File: config.mk
export PLATFORM = sky130hd
export DESIGN_NAME = disk_noise_synth_mixer
export DESIGN_NICKNAME = d
export VERILOG_FILES = /design/src/hw/rtl/dnsm_pkg.sv /design/src/hw/rtl/dnsm_div.sv /design/src/hw/rtl/dnsm_datapath.sv /design/src/hw/rtl/dnsm_ctrl.sv /design/src/hw/rtl/disk_noise_synth_mixer.sv
export SDC_FILE = /design/constraint.sdc
export NUM_CORES = 2
export LEC_CHECK = 0
export BUFFER_PORTS_ARGS = -buffer_cell sky130_fd_sc_hd__buf_4
export CORE_MARGIN = 2
export CORE_UTILIZATION = 50
export CTS_CLUSTER_SIZE = 8
export DETAILED_ROUTE_END_ITERATION = 6
export PLACE_DENSITY = 0.69
export SYNTH_ARGS = -nofsm -noshare
export SYNTH_HDL_FRONTEND = slang
export SYNTH_SLANG_ARGS = --single-unit
File: constraint.sdc
create_clock -name clk -period 5.9 [get_ports clk]
set_clock_uncertainty 0.1 [all_clocks]
set_input_delay 0.59 -clock clk [delete_from_list [all_inputs] [get_ports clk]]
set_output_delay 0.59 -clock clk [all_outputs]
set_load 0.005 [all_outputs]
File: src/hw/rtl/dnsm_pkg.sv
// Shared types, constants and tone table for the disk noise synthesiser and mixer.
`default_nettype none
package dnsm_pkg;

	localparam int KINDS = 6;
	localparam int CNT_W = 4;
	localparam logic [CNT_W-1:0] PENDING_LIMIT = 4'd8;

	localparam logic OP_EVENT = 1'b0;
	localparam logic OP_FRAME = 1'b1;

	localparam int CFG_W = 18;
	localparam int CFG_IDX_W = 2;
	localparam logic [CFG_IDX_W-1:0] CFG_VOLUME = 2'd0;
	localparam logic [CFG_IDX_W-1:0] CFG_RATE   = 2'd1;
	localparam logic [CFG_IDX_W-1:0] CFG_MONO   = 2'd2;

	localparam logic [6:0]  VOLUME_RESET = 7'd35;
	localparam logic [17:0] RATE_RESET   = 18'd44100;
	localparam logic [6:0]  PCT_MAX      = 7'd100;

	// floor(x / 100) = (x * VOL_RECIP) >> VOL_SHIFT for x below 2^17
	localparam logic [17:0] VOL_RECIP = 18'd167773;
	localparam int VOL_SHIFT = 24;

	localparam int DIV_N = 42;
	localparam int DIV_D = 27;
	localparam int DIV_CNT_W = 6;

	typedef struct packed {
		logic              op;
		logic [2:0]        event_kind;
		logic signed [15:0] left_in;
		logic signed [15:0] right_in;
	} in_item_t;

	typedef struct packed {
		logic signed [15:0] left_out;
		logic signed [15:0] right_out;
	} out_item_t;

	typedef struct packed {
		logic [11:0] length;
		logic [9:0]  freq;
		logic [9:0]  vol;
	} tone_spec_t;

	typedef struct packed {
		logic ev_take;
		logic frame_take;
		logic pick;
		logic vol_mul;
		logic vol_rec;
		logic vol_set;
		logic div1_go;
		logic phase_upd;
		logic amp_mul1;
		logic amp_mul2;
		logic div2_go;
		logic tone_upd;
		logic out_load;
	} ctrl_cmd_t;

	typedef struct packed {
		logic rate_zero;
		logic tone_busy;
		logic pend_any;
		logic div_done;
	} dp_stat_t;

	typedef enum logic [3:0] {
		ST_IDLE,
		ST_PICK,
		ST_VMUL,
		ST_VREC,
		ST_VSET,
		ST_DIV1_GO,
		ST_DIV1_WAIT,
		ST_MUL1,
		ST_MUL2,
		ST_DIV2_GO,
		ST_DIV2_WAIT,
		ST_OUT
	} state_t;

	function automatic tone_spec_t tone_lookup(input logic [2:0] k);
		tone_spec_t s;
		case (k)
			3'd0: s = '{length: 12'd1058, freq: 10'd820, vol: 10'd950};
			3'd1: s = '{length: 12'd2880, freq: 10'd125, vol: 10'd500};
			3'd2: s = '{length: 12'd720,  freq: 10'd420, vol: 10'd300};
			3'd3: s = '{length: 12'd720,  freq: 10'd310, vol: 10'd340};
			3'd4: s = '{length: 12'd480,  freq: 10'd210, vol: 10'd260};
			3'd5: s = '{length: 12'd480,  freq: 10'd165, vol: 10'd280};
			default: s = '0;
		endcase
		return s;
	endfunction

endpackage
`default_nettype wire

File: src/hw/rtl/dnsm_div.sv
// Iterative restoring divider, one quotient bit per cycle.
`default_nettype none
module dnsm_div
	import dnsm_pkg::*;
(
	input  wire logic             clk,
	input  wire logic             arst_n,
	input  wire logic             go,
	input  wire logic [DIV_N-1:0] dividend,
	input  wire logic [DIV_D-1:0] divisor,
	output logic                  done,
	output logic [DIV_N-1:0]      quotient
);

	logic [DIV_D-1:0]     rem_q;
	logic [DIV_N-1:0]     quo_q;
	logic [DIV_D-1:0]     dvs_q;
	logic [DIV_CNT_W-1:0] cnt_q;
	logic                 busy_q;
	logic                 done_q;

	logic [DIV_D:0]   trial;
	logic [DIV_D:0]   diff;
	logic             ge;
	logic [DIV_D-1:0] rem_nx;

	always_comb begin
		trial  = {rem_q, quo_q[DIV_N-1]};
		diff   = trial - {1'b0, dvs_q};
		ge     = trial >= {1'b0, dvs_q};
		rem_nx = ge ? diff[DIV_D-1:0] : trial[DIV_D-1:0];
	end

	always_ff @(posedge clk or negedge arst_n) begin
		if (!arst_n) begin
			busy_q <= 1'b0;
			done_q <= 1'b0;
			cnt_q  <= '0;
		end else if (go) begin
			busy_q <= 1'b1;
			done_q <= 1'b0;
			cnt_q  <= '0;
		end else if (busy_q) begin
			cnt_q <= cnt_q + 1'b1;
			if (cnt_q == DIV_CNT_W'(DIV_N - 1)) begin
				busy_q <= 1'b0;
				done_q <= 1'b1;
			end
		end else begin
			done_q <= 1'b0;
		end
	end

	always_ff @(posedge clk) begin
		if (go) begin
			rem_q <= '0;
			quo_q <= dividend;
			dvs_q <= divisor;
		end else if (busy_q) begin
			rem_q <= rem_nx;
			quo_q <= {quo_q[DIV_N-2:0], ge};
		end
	end

	assign done     = done_q;
	assign quotient = quo_q;

endmodule
`default_nettype wire

File: src/hw/rtl/dnsm_datapath.sv
// Datapath: configuration, pending counters, tone state, envelope arithmetic and output register.
`default_nettype none
module dnsm_datapath
	import dnsm_pkg::*;
(
	input  wire logic                 clk,
	input  wire logic                 arst_n,
	input  wire ctrl_cmd_t            cmd,
	input  wire in_item_t             in_data,
	input  wire logic                 cfg_we,
	input  wire logic [CFG_IDX_W-1:0] cfg_index,
	input  wire logic [CFG_W-1:0]     cfg_data,
	output dp_stat_t                  stat,
	output out_item_t                 out_data
);

	logic [6:0]       vol_pct_q;
	logic [17:0]      rate_q;
	logic             mono_q;

	logic [CNT_W-1:0] pend_q [KINDS];
	logic [2:0]       tone_kind_q;
	logic [11:0]      tone_left_q;
	logic [11:0]      tone_length_q;
	logic [9:0]       tone_freq_q;
	logic [9:0]       tone_vol_q;
	logic [31:0]      tone_phase_q;
	logic             mix_q;

	logic signed [15:0] left_q;
	logic signed [15:0] right_q;
	logic [16:0]        vprod_q;
	logic [34:0]        vrec_q;
	logic [24:0]        m1_q;
	logic               neg_q;
	logic [36:0]        m2_q;
	logic signed [10:0] value_q;
	out_item_t          out_q;

	logic             pick_hit;
	logic [2:0]       pick_k;
	tone_spec_t       spec;
	logic [6:0]       pct_c;
	logic [15:0]      tri_t;
	logic [15:0]      tri_w;
	logic [14:0]      tri_mag;
	logic             tri_neg;
	logic [DIV_D-1:0] den;
	logic             div_go;
	logic [DIV_N-1:0] div_dividend;
	logic [DIV_D-1:0] div_divisor;
	logic             div_done;
	logic [DIV_N-1:0] div_quo;
	logic [10:0]      quo_ext;

	function automatic logic signed [15:0] sat16(input logic signed [16:0] v);
		if (v > 17'sd32767)
			return 16'sh7fff;
		else if (v < -17'sd32768)
			return 16'sh8000;
		else
			return v[15:0];
	endfunction

	always_comb begin
		pick_hit = 1'b0;
		pick_k   = '0;
		for (int k = KINDS - 1; k >= 0; k--) begin
			if (pend_q[k] != '0) begin
				pick_hit = 1'b1;
				pick_k   = 3'(k);
			end
		end
	end

	always_comb begin
		spec    = tone_lookup(pick_k);
		pct_c   = (vol_pct_q > PCT_MAX) ? PCT_MAX : vol_pct_q;
		tri_t   = tone_phase_q[31:16];
		tri_w   = {(tri_t[15] ? ~tri_t[14:0] : tri_t[14:0]), 1'b0};
		tri_neg = tri_w < 16'd32767;
		tri_mag = tri_neg ? 15'(16'd32767 - tri_w) : 15'(tri_w - 16'd32767);
		den     = {tone_length_q, 15'd0} - DIV_D'(tone_length_q);
		quo_ext = {1'b0, div_quo[9:0]};
	end

	assign div_go       = cmd.div1_go | cmd.div2_go;
	assign div_dividend = cmd.div1_go ? {tone_freq_q, 32'd0} : DIV_N'(m2_q);
	assign div_divisor  = cmd.div1_go ? DIV_D'(rate_q) : den;

	dnsm_div u_div (
		.clk      (clk),
		.arst_n   (arst_n),
		.go       (div_go),
		.dividend (div_dividend),
		.divisor  (div_divisor),
		.done     (div_done),
		.quotient (div_quo)
	);

	always_ff @(posedge clk or negedge arst_n) begin
		if (!arst_n) begin
			vol_pct_q   <= VOLUME_RESET;
			rate_q      <= RATE_RESET;
			mono_q      <= 1'b0;
			tone_kind_q <= '0;
			tone_left_q <= '0;
			mix_q       <= 1'b0;
			for (int k = 0; k < KINDS; k++)
				pend_q[k] <= '0;
		end else begin
			if (cfg_we) begin
				case (cfg_index)
					CFG_VOLUME: vol_pct_q <= cfg_data[6:0];
					CFG_RATE:   rate_q    <= cfg_data[17:0];
					CFG_MONO:   mono_q    <= cfg_data[0];
					default: ;
				endcase
			end
			if (cmd.ev_take && in_data.event_kind < 3'(KINDS)) begin
				if (pend_q[in_data.event_kind] < PENDING_LIMIT)
					pend_q[in_data.event_kind] <= pend_q[in_data.event_kind] + 1'b1;
			end
			if (cmd.frame_take)
				mix_q <= 1'b0;
			if (cmd.pick) begin
				if (pick_hit) begin
					pend_q[pick_k] <= pend_q[pick_k] - 1'b1;
					tone_kind_q    <= pick_k + 3'd1;
					tone_left_q    <= spec.length;
				end else begin
					tone_kind_q <= '0;
					tone_left_q <= '0;
				end
			end
			if (cmd.tone_upd) begin
				tone_left_q <= tone_left_q - 1'b1;
				if (tone_left_q == 12'd1)
					tone_kind_q <= '0;
				mix_q <= 1'b1;
			end
		end
	end

	always_ff @(posedge clk) begin
		if (cmd.frame_take) begin
			left_q  <= in_data.left_in;
			right_q <= in_data.right_in;
		end
		if (cmd.pick && pick_hit) begin
			tone_length_q <= spec.length;
			tone_freq_q   <= spec.freq;
			tone_vol_q    <= spec.vol;
			tone_phase_q  <= '0;
		end
		if (cmd.vol_mul)
			vprod_q <= 17'(tone_vol_q) * 17'(pct_c);
		if (cmd.vol_rec)
			vrec_q <= 35'(vprod_q) * 35'(VOL_RECIP);
		if (cmd.vol_set)
			tone_vol_q <= vrec_q[VOL_SHIFT+9:VOL_SHIFT];
		if (cmd.phase_upd)
			tone_phase_q <= tone_phase_q + div_quo[31:0];
		if (cmd.amp_mul1) begin
			m1_q  <= 25'(tri_mag) * 25'(tone_vol_q);
			neg_q <= tri_neg;
		end
		if (cmd.amp_mul2)
			m2_q <= 37'(m1_q) * 37'(tone_left_q);
		if (cmd.tone_upd)
			value_q <= neg_q ? -$signed(quo_ext) : $signed(quo_ext);
		if (cmd.out_load) begin
			if (mix_q) begin
				out_q.left_out  <= sat16(17'(left_q) + 17'(value_q));
				out_q.right_out <= mono_q ? right_q : sat16(17'(right_q) + 17'(value_q));
			end else begin
				out_q.left_out  <= left_q;
				out_q.right_out <= right_q;
			end
		end
	end

	assign stat.rate_zero = rate_q == '0;
	assign stat.tone_busy = tone_kind_q != '0;
	assign stat.pend_any  = pick_hit;
	assign stat.div_done  = div_done;
	assign out_data       = out_q;

endmodule
`default_nettype wire

File: src/hw/rtl/dnsm_ctrl.sv
// Controller state machine: handshakes and sequencing of the datapath.
`default_nettype none
module dnsm_ctrl
	import dnsm_pkg::*;
(
	input  wire logic     clk,
	input  wire logic     arst_n,
	input  wire logic     in_valid,
	input  wire logic     in_op,
	input  wire logic     out_stall,
	input  wire dp_stat_t stat,
	output ctrl_cmd_t     cmd,
	output logic          in_stall,
	output logic          out_valid
);

	state_t state_q;
	state_t state_nx;
	logic   out_valid_q;

	always_ff @(posedge clk or negedge arst_n) begin
		if (!arst_n) begin
			state_q     <= ST_IDLE;
			out_valid_q <= 1'b0;
		end else begin
			state_q <= state_nx;
			if (cmd.out_load)
				out_valid_q <= 1'b1;
			else if (!out_stall)
				out_valid_q <= 1'b0;
		end
	end

	always_comb begin
		state_nx = state_q;
		cmd      = '0;
		case (state_q)
			ST_IDLE: begin
				if (in_valid) begin
					if (in_op == OP_EVENT) begin
						cmd.ev_take = 1'b1;
					end else begin
						cmd.frame_take = 1'b1;
						if (stat.rate_zero)
							state_nx = ST_OUT;
						else if (stat.tone_busy)
							state_nx = ST_DIV1_GO;
						else
							state_nx = ST_PICK;
					end
				end
			end
			ST_PICK: begin
				cmd.pick = 1'b1;
				state_nx = stat.pend_any ? ST_VMUL : ST_OUT;
			end
			ST_VMUL: begin
				cmd.vol_mul = 1'b1;
				state_nx    = ST_VREC;
			end
			ST_VREC: begin
				cmd.vol_rec = 1'b1;
				state_nx    = ST_VSET;
			end
			ST_VSET: begin
				cmd.vol_set = 1'b1;
				state_nx    = ST_DIV1_GO;
			end
			ST_DIV1_GO: begin
				cmd.div1_go = 1'b1;
				state_nx    = ST_DIV1_WAIT;
			end
			ST_DIV1_WAIT: begin
				if (stat.div_done) begin
					cmd.phase_upd = 1'b1;
					state_nx      = ST_MUL1;
				end
			end
			ST_MUL1: begin
				cmd.amp_mul1 = 1'b1;
				state_nx     = ST_MUL2;
			end
			ST_MUL2: begin
				cmd.amp_mul2 = 1'b1;
				state_nx     = ST_DIV2_GO;
			end
			ST_DIV2_GO: begin
				cmd.div2_go = 1'b1;
				state_nx    = ST_DIV2_WAIT;
			end
			ST_DIV2_WAIT: begin
				if (stat.div_done) begin
					cmd.tone_upd = 1'b1;
					state_nx     = ST_OUT;
				end
			end
			ST_OUT: begin
				if (!out_valid_q || !out_stall) begin
					cmd.out_load = 1'b1;
					state_nx     = ST_IDLE;
				end
			end
			default: state_nx = ST_IDLE;
		endcase
	end

	assign in_stall  = state_q != ST_IDLE;
	assign out_valid = out_valid_q;

endmodule
`default_nettype wire

File: src/hw/rtl/disk_noise_synth_mixer.sv
// Top level of the disk noise synthesiser and mixer.
//
//  channel | direction | handshake             | payload
//  --------+-----------+-----------------------+----------------------------------
//  in      | in        | in_valid / in_stall   | in_data  (op, event_kind, samples)
//  out     | out       | out_valid / out_stall | out_data (left_out, right_out)
//  cfg     | in        | cfg_we                | cfg_index, cfg_data
//
// An event transaction is taken without leaving the idle state and gives no result.
// A frame that starts or continues a tone makes two 42-step passes of the shared serial
// divider; a frame with nothing to play goes through ST_PICK to ST_OUT and a zero-rate
// frame goes straight to ST_OUT, each waiting in ST_OUT while a stalled result is held.
// in_stall is high from frame acceptance until its result enters the output register,
// which holds one result under out_stall. Reset clears counters, tone and out_valid.
`default_nettype none
module disk_noise_synth_mixer
	import dnsm_pkg::*;
(
	input  wire logic                 clk,
	input  wire logic                 arst_n,
	input  wire logic                 in_valid,
	output logic                      in_stall,
	input  wire in_item_t             in_data,
	output logic                      out_valid,
	input  wire logic                 out_stall,
	output out_item_t                 out_data,
	input  wire logic                 cfg_we,
	input  wire logic [CFG_IDX_W-1:0] cfg_index,
	input  wire logic [CFG_W-1:0]     cfg_data
);

	ctrl_cmd_t cmd;
	dp_stat_t  stat;

	dnsm_ctrl u_ctrl (
		.clk       (clk),
		.arst_n    (arst_n),
		.in_valid  (in_valid),
		.in_op     (in_data.op),
		.out_stall (out_stall),
		.stat      (stat),
		.cmd       (cmd),
		.in_stall  (in_stall),
		.out_valid (out_valid)
	);

	dnsm_datapath u_dp (
		.clk       (clk),
		.arst_n    (arst_n),
		.cmd       (cmd),
		.in_data   (in_data),
		.cfg_we    (cfg_we),
		.cfg_index (cfg_index),
		.cfg_data  (cfg_data),
		.stat      (stat),
		.out_data  (out_data)
	);

endmodule
`default_nettype wire

---- Word-level counts from Yosys, hierarchy flattened ----
Cells that the tools add are included.
cells by class
  reductions and logical operators ........ 28
  muxes and demuxes ....................... 93
  order comparisons ....................... 13
  equality and inequality tests ........... 27
  add/subtract/negate cells ............... 13
  bitwise operators ....................... 4
  multipliers ............................. 4
operator list
  kind                                                                             count
  32-bit one-hot mux with 6 select lines                                           1
  42-bit two-way mux                                                               3
  24-bit two-way mux                                                               4
  32-bit two-way mux                                                               3
  16-bit two-way mux                                                               5
  4-bit two-way mux                                                                13
  24-bit bitwise mux                                                               2
  4-bit one-hot mux with 12 select lines                                           1
  25-bit by 12-bit multiplier with 37-bit output                                   1
  12-bit two-way mux                                                               3
  16-bit by 11-bit adder with 17-bit output                                        2
  17-bit by 16-bit > comparator with 1-bit output (second input constant)          2
  17-bit by 16-bit less-than comparator with 1-bit output (second input constant)  2
  17-bit by 18-bit multiplier with 34-bit output (second input constant)           1
  3-bit two-way mux                                                                11
  32-bit adder                                                                     1
  1-bit two-way mux                                                                31
  10-bit two-way mux                                                               3
  15-bit two-way mux                                                               2
  28-bit by 27-bit greater-or-equal comparator with 1-bit output                   1
  4-bit nonzero test                                                               7
  27-bit two-way mux                                                               1
  27-bit by 12-bit subtractor with 27-bit output                                   1
  27-bit subtractor                                                                1
  other kinds (50)                                                                 80
word-level totals
  output and inout port bits .............. 34
  bits of input ports ..................... 61
  logic and storage cells ................. 218
  register bits ........................... 428

---- Depth between registers and ports, before layout ----
  depth after elaboration ................. 15
  mapped depth ............................ 24
  gate-level depth less buffers ........... 22

---- Cells and area by module ----
A second synthesis with hierarchy kept.
unflattened totals
  cell total of the unflattened synthesis .. 4382
  area total of the unflattened synthesis .. 42907.4 um2
by module, submodules not included
  module         seq. area each (um2)  area each (um2)  cells each  times used
  dnsm_datapath  8329.2                36656.4          3801        1
  dnsm_div       2812.7                5763.0           520         1
  dnsm_ctrl      125.1                 488.0            61          1

---- Worst setup path before layout ----
Ideal clock, no wire load.
  path kind ............................... register to register
  start point ............................. register u_dp.tone_left_q[8]
  end point ............................... register u_dp.m2_q[33], data pin
  cell stages (with the launch flop) ...... 22
  arrival time ............................ 6.084 ns
  buffers on the path ..................... 2
  data required time ...................... 5.620 ns
  path slack .............................. -0.464 ns
  library setup time ...................... 0.180 ns
  clock period less this slack ............ 6.364 ns
  path through ............................ dfrtp_1 clkbuf_1 clkbuf_1 nand2_1 fa_1 inv_1 fa_1 fa_1 fa_1 inv_1 fa_1 inv_1 ha_1 and3_4 and3_1 a32o_1 a221o_1 a22o_1 a2111oi_4 nor3_1 o21a_1 o311ai_1
on the way
  word-level cells in the longest chain between the ends .. 1
ends and longest elaborated chain
  what                                            RTL line              RTL
  from (decl)                                     dnsm_datapath.sv:23   logic [11:0] tone_left_q;
  from (signal assigned)                          dnsm_datapath.sv:130  tone_left_q <= spec.length;
  from (signal assigned)                          dnsm_datapath.sv:137  tone_left_q <= tone_left_q - 1'b1;
  25-bit by 12-bit multiplier with 37-bit output  dnsm_datapath.sv:169  m2_q <= 37'(m1_q) * 37'(tone_left_q);
  to (signal assigned)                            dnsm_datapath.sv:169
  to (decl)                                       dnsm_datapath.sv:36   logic [36:0] m2_q;
Every way passes these cells.
A chain may end at the register's enable or synchronous reset.

---- Worst setup path after layout ----
  start point ............................. register u_dp.m1_q[7]
  end point ............................... register u_dp.m2_q[33], data pin
on the way
  word-level cells in the longest chain between the ends .. 1
ends and longest elaborated chain
  what                                            RTL line              RTL
  from (decl)                                     dnsm_datapath.sv:34   logic [24:0] m1_q;
  from (signal assigned)                          dnsm_datapath.sv:165  m1_q <= 25'(tri_mag) * 25'(tone_vol_q);
  25-bit by 12-bit multiplier with 37-bit output  dnsm_datapath.sv:169
Every way passes these cells.

==> reports/metrics.yaml <==
drt:
  wl_per_cell_um: 18.1
  drc: 0
  drtIter0Drc: 1968
  routed_wl_um: 105000
  vias_per_cell: 5.48
  ant_nets: 0
  vias: 31700
  drtPass1Iterations: 7
min_path:
  hold_class: "in2reg"
worst_setup_path:
  worstSetupPathType: "reg2reg"
  crit_path_top_delay_cell: "fa_1"
  start_kind: "flip-flop"
  critPathBufInv: 5
  path_max_fanout: 4
  path_cells: "buf_4, buf_6, nand2_1, fa_1, fa_1, inv_1, fa_2, fa_1, inv_1, fa_1, inv_2, ha_4, and3_4, and3_4, a32o_2, a221o_1, a22o_4, a2111oi_4, nor3_2, o21a_1, o311ai_2"
  critPathCaptureType: "flip-flop"
  cp_data_arrival_time_ps: 6440
  cp_top_family: "adder cells"
  critPathRequiredTime_ps: 6250
  regToRegSetupSlack_ps: -190
  critPathMaxStageDelay_ps: 550
  crit_path_frequent_cell: "fa_1"
timing:
  fin_crit_ps: 6090
  rsz0062_at_grt: "yes"
  setup_slack_ps: -187
  relSlewSlack_pct: 19.1
  fmax_mhz: 164
  tightest_slew_ps: 1210
  setup_viol: 12
  slew_viol_final: 0
  report.final.hold_viol_count: 0
  setup_tns_ps: -770
  period_share_pct: 103
yosys:
  yosysWarnings: 0
  synth-compound-area-share_pct: 10.0
  synthMuxAreaShare_pct: 2.17
  ys.flop_type: "edfxtp_1"
  ys_async_sr_fraction_pct: 19.9
  synth_top_family_by_area: "adder cells"
  yosysSeqAreaShare_pct: 27.0
  synth_cells: 4268
  synth_cell_types: 81
  syn_avg_cell_area_um2: 9.79
  yosys.area_share.simple_pct: 13.4
  synth_area_um2: 41800
  synth_edf_count: 291
  yosys.area_share.adder_pct: 35.8
  ys_ff_latch: 397
  synthXorXnorAreaFrac_pct: 3.79
  synth_fp_nets: 5223
cts:
  cts_buffers: 57
  cts_root_buf: "clkbuf_16"
  cts.clk_slew.worst_paths_ps: 60
  htree_levels: 2
  clock-sinks: 397
  cts_buffer_depth: 3
  cts_tree: "yes"
  clock_latency_ps: 660
cells_and_area:
  num_antenna_cells: 0
  nets: 5618
  drive_above_1_share_pct: 17.2
  fill_cells: 6859
  multi_input_area_um2: 28500
  final_core_util_pct: 59.7
  synthToLayoutAreaGrowth_pct: 18.8
  regArea_um2: 11300
  fin_cells: 5792
global_routing:
  globalRouteTotalUtil_pct: 24.8
  grt_max_degree: 59
  grt-ovfl-total: 0
  grt_antenna_before_repair: 0
  grt_pass1_vias: 32800
  grt_first_pass_wirelength_um: 172000
pwr:
  pwr-share-comb_pct: 19.9
  netSwitchingFraction_pct: 27.6
  p_leak_nw: 23.5
  vdd_drop_max_mv: 0.248
  p_sw_mw: 2.18
  power_frac_seq_pct: 40.0
  p_per_area_nw_per_um2: 159
  pwr-share-clk_pct: 40.1
  power_mw: 7.89
  power.internal_mw: 5.71
placement:
  place_ws_ps: -398
  port-buffer-count: 94
  placedCellCount: 5588
  post-dp-hpwl_um: 81200
  place_congestion: 0.916
run_status:
  violations: "setup timing"
  status: "complete, but fails checks"
job:
  maxCapViolations: 0
die:
  core_area_um2: 83200
  row_count: 106
  boundaryPins: 95
  start_util_pct: 50.2
  dieArea_um2: 85900
  die_h_um: 293
  die_w_um: 293
[final cells by class]
class                           count  area share, %
Clock inverter                      5          0.202
Timing Repair Buffer              487           8.28
Multi-Input combinational cell   3002           57.4
Inverter                          718           5.43
Clock buffer                      103           3.28
Sequential cell                   397           22.7
Tap cell                         1080           2.72
[cell usage in the layout, fill, tap and decap left out, types with 35 or more instances in the layout]
cell / instances
edfxtp_1: 291
nand2_1: 471
ha_1: 374
fa_1: 454
a21o_1: 66
and3_1: 37
xor2_1: 62
nor2_1: 211
nor3_1: 53
dfrtp_1: 68
and2_1: 187
nand2b_1: 35
xnor2_1: 100
buf_4: 398
a21oi_1: 150
nand3_1: 42
a22o_1: 35
inv_2: 41
inv_1: 675
clkbuf_16: 59
buf_6: 40
mux2i_1: 42
clkbuf_1: 44
mux2_2: 37
o21ai_0: 107
[stage by stage]
| stage | hold slack [ps] | area [um^2] |
|---|---|---|
| final | 33.2 | 49600 |
| after global routing | 10.9 | 49600 |
| after CTS | 1.42 | 48700 |
| after detailed placement | 387 | 45800 |
| after global placement | 375 | 45800 |
| after floorplan | 194 | 42100 |
[synth_stat cells, drive strengths merged, types with 57 or more instances]
library cell  count  share of area [%]
a21o             66                1.2
a21oi           167                2.0
and2            201                3.0
clkbuf          135                1.2
dfrtp            70                4.2
edfxtp          291                 21
fa              483                 23
ha              411                 12
inv             716                6.4
nand2           488                4.4
nor2            221                2.0
nor3             57               0.68
o21ai           135                1.6
xnor2           117                2.5
xor2             64                1.3
[state kept, by name, summed over array words and instances (netlist names), 11 cells and up]
register and flops:
u_dp.vprod_q 17, u_dp.pend_q 24, u_dp.out_data 32, u_dp.u_div.quotient 42, u_dp.value_q 11, u_dp.m1_q 25, u_dp.left_q 16, u_dp.tone_left_q 12
u_dp.rate_q 18, u_dp.u_div.rem_q 27, u_dp.u_div.dvs_q 27, u_dp.right_q 16, u_dp.tone_phase_q 32, u_dp.m2_q 37
[logic make-up after synthesis]
logic type	count (synthesis)
simple gates	1190
flops	397
mux	82
buf+inv	869
xor+xnor	181
fa+ha+maj	909
compound gates	640
[path summary, 6_finish.rpt]
check / start / to / depth (start not counted)
max in group asynchronous: arst_n / u_dp.tone_left_q[3]$_DFFE_PN0P_ / 3
min in group asynchronous: arst_n / u_dp.tone_left_q[10]$_DFFE_PN0P_ / 2
hold / removal: in_data[19] / u_dp.left_q[3]$_DFFE_PP_ / 1
hold reg to reg: u_dp.u_div.rem_q[1]$_SDFFE_PN0P_ / u_dp.u_div.rem_q[1]$_SDFFE_PN0P_ / 2
setup / recovery: u_dp.m1_q[7]$_DFFE_PP_ / u_dp.m2_q[33]$_DFFE_PP_ / 21
setup reg to reg: u_dp.m1_q[7]$_DFFE_PP_ / u_dp.m2_q[33]$_DFFE_PP_ / 21
[layer usage]
layer  vias to the layer above  wire [um]  global-route usage, %
met5                         -          0                      0
met4                         0       3200                   7.24
met3                       201       5440                   2.89
met2                       884      50700                   42.1
met1                     15800      45400                   33.6
li1                      14900          -                      -
[power by group through the flow]
stage / combinational (mW) / sequential [mW] / clock, mW
CTS: 1.60 / 3.15 / 3.21
global route: 1.81 / 3.16 / 3.33
detailed placement: 1.57 / 3.21 / 0
global placement: 1.54 / 3.20 / 0
finish: 1.57 / 3.15 / 3.17
floorplan: 1.24 / 3.18 / 0
[repair_timing]
item                                    4_1_cts  5_1_grt
setup buffers                                42       32
resized for setup                           120      170
endpoints found under the hold margin        51        0
gates cloned                                  1        0
endpoints found under the setup margin       28       36
hold buffers                                 31        0
pin swaps                                    89      189
No activity file was read; power rests on OpenSTA's default activity.
